### src/sv/ffrp_pkg.sv
// Shared types for the first-fit rectangle placer.
package ffrp_pkg;

    typedef enum logic [2:0] {
        S_IDLE,
        S_RD,
        S_ACC,
        S_COL,
        S_MRD,
        S_MWR,
        S_FOUND,
        S_MISS
    } state_t;

    typedef struct packed {
        logic load;
        logic rd;
        logic acc;
        logic col_step;
        logic hit;
        logic top_next;
        logic mwr;
        logic out_load;
        logic out_found;
    } cmd_t;

    typedef struct packed {
        logic reject;
        logic last_row;
        logic bit_free;
        logic run_hit;
        logic last_col;
        logic top_last;
        logic out_free;
    } status_t;

endpackage

### src/sv/ffrp_ctrl.sv
// Sequencer for the placement scan and the marking pass.
module ffrp_ctrl (
    input  logic             aclk,
    input  logic             aresetn,
    input  logic             s_valid,
    output logic             s_ready,
    input  ffrp_pkg::status_t st,
    output ffrp_pkg::cmd_t    cmd
);

    ffrp_pkg::state_t state_reg, state_next;

    always_ff @(posedge aclk) begin
        if (!aresetn) begin
            state_reg <= ffrp_pkg::S_IDLE;
        end else begin
            state_reg <= state_next;
        end
    end

    always_comb begin
        state_next = state_reg;
        unique case (state_reg)
            ffrp_pkg::S_IDLE: begin
                if (s_valid) begin
                    state_next = st.reject ? ffrp_pkg::S_MISS : ffrp_pkg::S_RD;
                end
            end
            ffrp_pkg::S_RD:  state_next = ffrp_pkg::S_ACC;
            ffrp_pkg::S_ACC: state_next = st.last_row ? ffrp_pkg::S_COL : ffrp_pkg::S_RD;
            ffrp_pkg::S_COL: begin
                priority if (st.bit_free && st.run_hit) begin
                    state_next = ffrp_pkg::S_MRD;
                end else if (st.last_col) begin
                    state_next = st.top_last ? ffrp_pkg::S_MISS : ffrp_pkg::S_RD;
                end
            end
            ffrp_pkg::S_MRD: state_next = ffrp_pkg::S_MWR;
            ffrp_pkg::S_MWR: state_next = st.last_row ? ffrp_pkg::S_FOUND : ffrp_pkg::S_MRD;
            ffrp_pkg::S_FOUND, ffrp_pkg::S_MISS: begin
                if (st.out_free) begin
                    state_next = ffrp_pkg::S_IDLE;
                end
            end
            default: state_next = ffrp_pkg::S_IDLE;
        endcase
    end

    always_comb begin
        cmd     = '0;
        s_ready = 1'b0;
        unique case (state_reg)
            ffrp_pkg::S_IDLE: begin
                s_ready  = 1'b1;
                cmd.load = s_valid;
            end
            ffrp_pkg::S_RD:  cmd.rd  = 1'b1;
            ffrp_pkg::S_ACC: cmd.acc = 1'b1;
            ffrp_pkg::S_COL: begin
                cmd.col_step = 1'b1;
                cmd.hit      = st.bit_free && st.run_hit;
                cmd.top_next = !(st.bit_free && st.run_hit) && st.last_col && !st.top_last;
            end
            ffrp_pkg::S_MRD: cmd.rd  = 1'b1;
            ffrp_pkg::S_MWR: cmd.mwr = 1'b1;
            ffrp_pkg::S_FOUND: begin
                cmd.out_load  = st.out_free;
                cmd.out_found = 1'b1;
            end
            ffrp_pkg::S_MISS: cmd.out_load = st.out_free;
            default: cmd = '0;
        endcase
    end

endmodule

### config.mk
export PLATFORM = sky130hd
export DESIGN_NAME = ffrp_ctrl
export DESIGN_NICKNAME = d
export VERILOG_FILES = /design/src/sv/ffrp_pkg.sv /design/src/sv/ffrp_ctrl.sv
export SDC_FILE = /design/constraint.sdc
export NUM_CORES = 1
export LEC_CHECK = 0
export ABC_AREA = 1
export BUFFER_PORTS_ARGS = -buffer_cell sky130_fd_sc_hd__buf_2
export CORE_AREA = 2 2 39 41
export DETAILED_ROUTE_END_ITERATION = 7
export DIE_AREA = 0 0 41 43
export GPL_ROUTABILITY_DRIVEN = 0
export GPL_TIMING_DRIVEN = 0
export PLACE_DENSITY_LB_ADDON = 0.1
export SETUP_SLACK_MARGIN = 0.4
export SYNTH_ARGS = -nofsm -noshare
export SYNTH_HDL_FRONTEND = slang
export SYNTH_SLANG_ARGS = --single-unit
### constraint.sdc
create_clock -name aclk -period 1.3 [get_ports aclk]
set_input_delay 0.065 -clock aclk [delete_from_list [all_inputs] [get_ports aclk]]
set_output_delay 0.065 -clock aclk [all_outputs]
set_load 0.05 [all_outputs]
==> results of run 1 <==
cell usage in the layout, fill, tap and decap left out:
cell type   count
o22ai_2         1
buf_4           5
a21o_2          1
inv_1           8
nand3_1         3
nand2_4         3
nor2_4          6
nor2_1          7
nand3_4         2
nand3_2         2
nor3_4          1
buf_6           8
buf_8           6
dfxtp_4         1
a21oi_1         1
inv_2           3
buf_2           9
inv_6           1
nand2_1        14
dfxtp_2         2
clkinvlp_4      3
clkbuf_4        3
nand2_2         2
clkbuf_1        1
nand4_1         1
o21ai_0         1
synthesized netlist by cell type:
cell / instances
nand2_1: 18
inv_1: 15
nor2_1: 11
nand3_1: 6
dfxtp_1: 3
buf_6: 2
nor2_2: 2
a21o_2: 1
a21oi_1: 1
nand2_4: 1
nand3_2: 1
nand4_1: 1
nor3_1: 1
o21ai_0: 1
o22ai_1: 1
power breakdown:
group | switching [mW] | internal (mW) | total (mW)
logic | 0.914 | 0.667 | 1.58
clock network | 0.0451 | 0.115 | 0.160
registers | 0.0509 | 0.149 | 0.199
layout make-up:
cell class / count / area [um^2]
fillers: 142 / 619
multi-input cells: 45 / 317
repair buffers: 26 / 233
inverters: 15 / 72.6
flip-flops and latches: 3 / 66.3
plain buffers: 2 / 30.0
clock buffers: 4 / 26.3
well taps: 16 / 20.0
metal layers:
metal  track usage  vias up
met5             0        -
met3        0.0314        0
met4        0.0200        0
met1         0.147      200
met2         0.219       11
li1              -      252
final timing paths:
kind	to	slack [ns]	cells after the start
max	cmd[8]	0.08	5
min	state_reg[2]$_SDFFE_PN0P_	0.07	3
max reg2reg	state_reg[2]$_SDFFE_PN0P_	0.10	8
min reg2reg	state_reg[0]$_SDFFE_PN0P_	0.68	5
cell families after synthesis:
group                  after synthesis
AO/OA/AOI/OAI                        4
buffers and inverters               17
flip-flops                           3
AND/OR/NAND/NOR                     41
per-stage QoR:
step           utilization  total power, mW  setup WS (ns)  cells
2_1_floorplan            -             1.06         0.0880     65
3_3_place_gp         0.380             1.23         0.0547    100
3_5_place_dp         0.380             1.24         0.0573    100
4_1_cts              0.528             1.87         0.0886    110
5_1_grt              0.552             2.07         0.0291    111
6_report             0.552             1.94         0.0847    111
what timing repair did:
item / in CTS / in global routing
pin swaps: 5 / 2
endpoints found under the hold margin: 0 / 0
resized for setup: 40 / 8
endpoints found under the setup margin: 13 / 13
setup buffers: 6 / 1
worst max-delay path, stage by stage (launching register included):
cell and delay [ns]:
dfxtp_2 0.31, buf_8 0.14, nor2_4 0.15, nand2_4 0.08, nor2_4 0.09, buf_8 0.15
==> results by group, run 1 <==
Run status
  • Outcome: finished, final reports clean

Timing
  • Worst Max-Slew Pin Slew: between 0.2 and 0.25 ns
  • Final TNS setup: 0 ns
  • Max Slew Vio Count: 0
  • Fin crit share: 0.935
  • Max_slew headroom: 0.856
  • Clock skew: around 0.0005 ns
  • RSZ-0062 raised after global routing: yes
  • Fmax: 823 MHz
  • Hold WS: 0.0668 ns
  • Final setup violation count: 0
  • Final Hold Fails: 0
  • Tmin final: 1.22 ns

Yosys
  • Synthesized flop and latch total: 3
  • Top post-synthesis cells by area: nand2_1, dfxtp_1, inv_1, nor2_1, nand3_1
  • Ys Warns: 0
  • Cell taking the most area after synthesis: nand2_1
  • Post-synthesis simple-gate area fraction: 0.529
  • Top-area cell type share of the netlist area: 0.194
  • Synth Area in XOR/XNOR: 0
  • Mapped cell area: between 300 and 400 um^2
  • Seq/Total Area, Yosys: 0.173
  • Compound-Gate Fraction of Synth Area: 0.0719
  • Syn Area/Cell: between 5 and 6 um^2
  • Mux contribution to synthesized area: 0
  • Largest family of logic cells by synthesized area: simple AND/OR/NAND/NOR gates
  • Syn nets: 75
  • Adder-Cell Fraction of Synth Area: 0
  • Yosys cell types: 15
  • Cell count after synthesis: 65

Drt
  • Final wirelength: around 980 um
  • DR pass1 iterations: 4
  • Drc violations: 0
  • Antenna Nets Post-Route: 0
  • Vias per inst: 4.17
  • Drt first-iter violations: 4
  • Met2 wire length: 511 um
  • M1 WL: ~440 um
  • Via count: 463
  • DR top layer: met3
  • Wirelength per Cell: 8.79 um
  • Metal3 WL: ~30 um

Hold path
  • Worst Hold Launch: aresetn
  • Worst Hold Class: input port to flip-flop

CTS
  • Sink Count: 3
  • Htree depth: 1
  • CTS Root Cell: clkbuf_4
  • CTS tree: done
  • CTS Buf Count: 3
  • Worst skew pair latency: 0.23 ns
  • Clock slew at reported path FFs: 0.04 ns
  • CTS Buffer Depth: 2
  • Cts hold-fix bufs: 0

Floorplan
  • Die W: slightly above 40 um
  • Die ar.: ~0.0018 mm^2
  • Die height: 43 um
  • # rows: 14
  • Starting Density: 0.251
  • Area of the core: 0.00138 mm^2
  • Ports: 20

Setup path
  • CP arrival: 1.15 ns
  • Worst-path fanout max: 8
  • Setup Crit Path Kind: flip-flop to output port
  • Worst Path Required: roughly 1.2 ns
  • Type of origin of the critical path: flip-flop
  • FF-to-FF Start: state_reg[1]$_SDFFE_PN0P_
  • CP Launch Point: state_reg[1]$_SDFFE_PN0P_
  • Crit. End Element: output port

Power and ir drop
  • Max VDD drop: 1360 uV
  • Leak: 0.399 nW
  • Pwr Density: 2540 mW/mm^2

GRT
  • Largest net degree at the start of global routing: 9
  • Global-route wire length before repair: 1560 um
  • Grt total ovfl: 0
  • Vias in the first global route: 416
  • Initial antenna violation count: 0
  • Tot GR Track Use: 0.125

Finish
  • Layout area overhead: 120%
  • Ant. Diodes: 0
  • Largest register FFs: 3
  • Nets@finish: 106
  • Share of cells above drive strength 1: 0.621
  • Post-route cell area: 764 um^2

Flow run
  • Max Cap Viol: 0

Placed design
  • Placed inst area: 526 um^2
  • Dpl hpwl: 729 um
  • Number of port buffers: 19
Note: power is estimated with default switching activity, not from simulation.
==> inputs of run 2 (changes only) <==
- clock period: 1.3 -> 1.5 ns (I/O delays scaled with it)
==> results by group, run 2 (synthesis results as in run 1) <==
Run status
  • Outcome: finished, final reports clean

Timing
  • Fmax: 833 MHz
  • Clock skew: 0.00604 ns (+0.00554 ns)
  • Fin crit share: 0.800
  • RSZ-0062 raised after global routing: yes
  • Final setup violation count: 0 (unchanged)
  • Max Slew Vio Count: 0 (unchanged)
  • Final worst slack: 0.300 ns (+0.215 ns)
  • Final TNS setup: 0 ns (unchanged)
  • Tmin final: 1.20 ns
  • Max_slew headroom: 0.886 (+0.0299)
  • Final Hold Fails: 0 (unchanged)
  • Worst Max-Slew Pin Slew: 0.170 ns (-0.0445 ns)

Setup path
  • R2R depth: 8 (unchanged)
  • R2r setup slk: 0.37 ns (+0.27 ns)
  • Crit. End Element: output port
  • FF-to-FF Start: state_reg[1]$_SDFFE_PN0P_
  • Worst Path Required: 1.42 ns (+0.18 ns)
  • Worst-path fanout max: 8 (unchanged)
  • Setup Crit Path Kind: flip-flop to output port
  • R2R Path End: state_reg[2]$_SDFFE_PN0P_
  • Type of origin of the critical path: flip-flop
  • CP arrival: 1.13 ns (-0.02 ns)

Drt
  • Final wirelength: 1020 um (+4.0%)
  • Antenna Nets Post-Route: 0 (unchanged)
  • Via count: 462 (-0.22%)
  • Drc violations: 0 (unchanged)
  • DR pass1 iterations: 4 (unchanged)
  • Drt first-iter violations: 8 (+4)
  • Vias per inst: 4.28 (+2.6%)
  • Wirelength per Cell: 9.40 um (+6.9%)

GRT
  • Tot GR Track Use: 0.120 (-0.00514)
  • Vias in the first global route: 386 (-7.2%)
  • Global-route wire length before repair: 1440 um (-8.0%)
  • Initial antenna violation count: 0 (unchanged)
  • Largest net degree at the start of global routing: 10 (+1)
  • Grt total ovfl: 0 (unchanged)

Power and ir drop
  • Leak: 0.397 nW (-0.33%)
  • Max VDD drop: 851 uV (-37%)
  • Pwr Density: 2230 mW/mm^2 (-12%)
  • Pwr Total: 1.57 mW (-19%)

Hold path
  • Hold worst-path end: state_reg[2]$_SDFFE_PN0P_
  • Worst Hold Launch: aresetn
  • WHS Path Cells: 3 (unchanged)
  • Worst Hold Class: input port to flip-flop

Floorplan
  • # rows: 14 (unchanged)
  • Die W: 41 um (unchanged)
  • Ports: 20 (unchanged)
  • Die ar.: 0.00176 mm^2 (unchanged)
  • Die height: 43 um (unchanged)
  • Starting Density: 0.251 (unchanged)
  • Area of the core: 0.00138 mm^2 (unchanged)

CTS
  • Cts hold-fix bufs: 0 (unchanged)
  • CTS tree: done
  • Sink Count: 3 (unchanged)
  • Htree depth: 1 (unchanged)
  • Clock slew at reported path FFs: 0.04 ns (about the same)
  • CTS Root Cell: clkbuf_4
  • CTS Buf Count: 3 (unchanged)
  • CTS Buffer Depth: 2 (unchanged)
  • Worst skew pair latency: 0.24 ns (about the same)

Finish
  • Layout area overhead: 103%
  • Largest register FFs: 3 (unchanged)
  • Finished Layout Cells: 108 (-2.7%)
  • Ant. Diodes: 0 (unchanged)
  • FILL cells: 139 (-2.1%)
  • Post-layout util: 0.509 (-0.0434)
  • Commonest non-fill, non-tap cell in the layout: nand2_1
  • Most frequent cells in the layout: nand2_1, inv_1, buf_2
  • Share of cells above drive strength 1: 0.554 (-0.0667)
  • Nets@finish: 103 (-2.8%)

Placed design
  • Worst slack, placed: 0.318 ns (+0.261 ns)
  • Post-Place Cells: 100 (unchanged)
  • Number of port buffers: 19 (unchanged)
  • Dpl hpwl: 688 um (-5.6%)

Flow run
  • Max Cap Viol: 0 (unchanged)
run 2: power breakdown:
part | switching [mW] | internal, mW
clock | 0.0448 | 0.0999
sequential | 0.0488 | 0.129
combinational | 0.748 | 0.500
total | 0.842 | 0.728
run 2: layer usage:
| layer | vias up | part of all wire | global-route usage |
|---|---|---|---|
| li1 | 247 | - | - |
| met1 | 202 | 0.42 | 0.147 |
| met2 | 11 | 0.51 | 0.181 |
| met3 | 2 | 0.045 | 0.0366 |
| met4 | 0 | 0.022 | 0.0600 |
| met5 | - | 0 | 0 |
run 2: worst max-delay path, stage by stage (launching register included):
cell	delay, ns
dfxtp_2	0.31
buf_8	0.14
nor2_4	0.12
nand2_2	0.08
nor2_4	0.09
buf_8	0.15
run 2: worst max-delay path by stage:
| stage | start | to | slack (ns) | depth (start not counted) |
|---|---|---|---|---|
| floorplan | state_reg[2]$_SDFFE_PN0P_ | cmd[3] | 0.16 | 3 |
| detailed placement | state_reg[2]$_SDFFE_PN0P_ | cmd[3] | 0.32 | 4 |
| global placement | state_reg[2]$_SDFFE_PN0P_ | state_reg[2]$_SDFFE_PN0P_ | 0.31 | 6 |
| global route | state_reg[1]$_SDFFE_PN0P_ | cmd[8] | 0.25 | 5 |
| CTS | state_reg[2]$_SDFFE_PN0P_ | cmd[3] | 0.29 | 4 |
| finish | state_reg[1]$_SDFFE_PN0P_ | cmd[8] | 0.30 | 5 |
run 2: repair_timing:
action / CTS / global route
endpoints found under the setup margin: 13 / 13
setup buffers: 3 / 1
pin swaps: 2 / 2
resized for setup: 35 / 9
cloned: 0 / 0
endpoints found under the hold margin: 0 / 0
run 2: stage by stage:
stage,area (um^2),hold slack (ns)
after floorplan,382,0.187
after global placement,497,0.320
after detailed placement,497,0.318
after CTS,662,0.0630
after global routing,704,0.0823
final,704,0.0698
run 2: area by class of cell:
cell class | count | area, um^2 | area share
tap | 16 | 20.0 | 0.0284
multi-input combinational | 45 | 302 | 0.428
clock buffer | 4 | 26.3 | 0.0373
buffer | 2 | 30.0 | 0.0426
sequential | 3 | 66.3 | 0.0941
timing repair buffer | 23 | 199 | 0.282
inverter | 15 | 61.3 | 0.0870
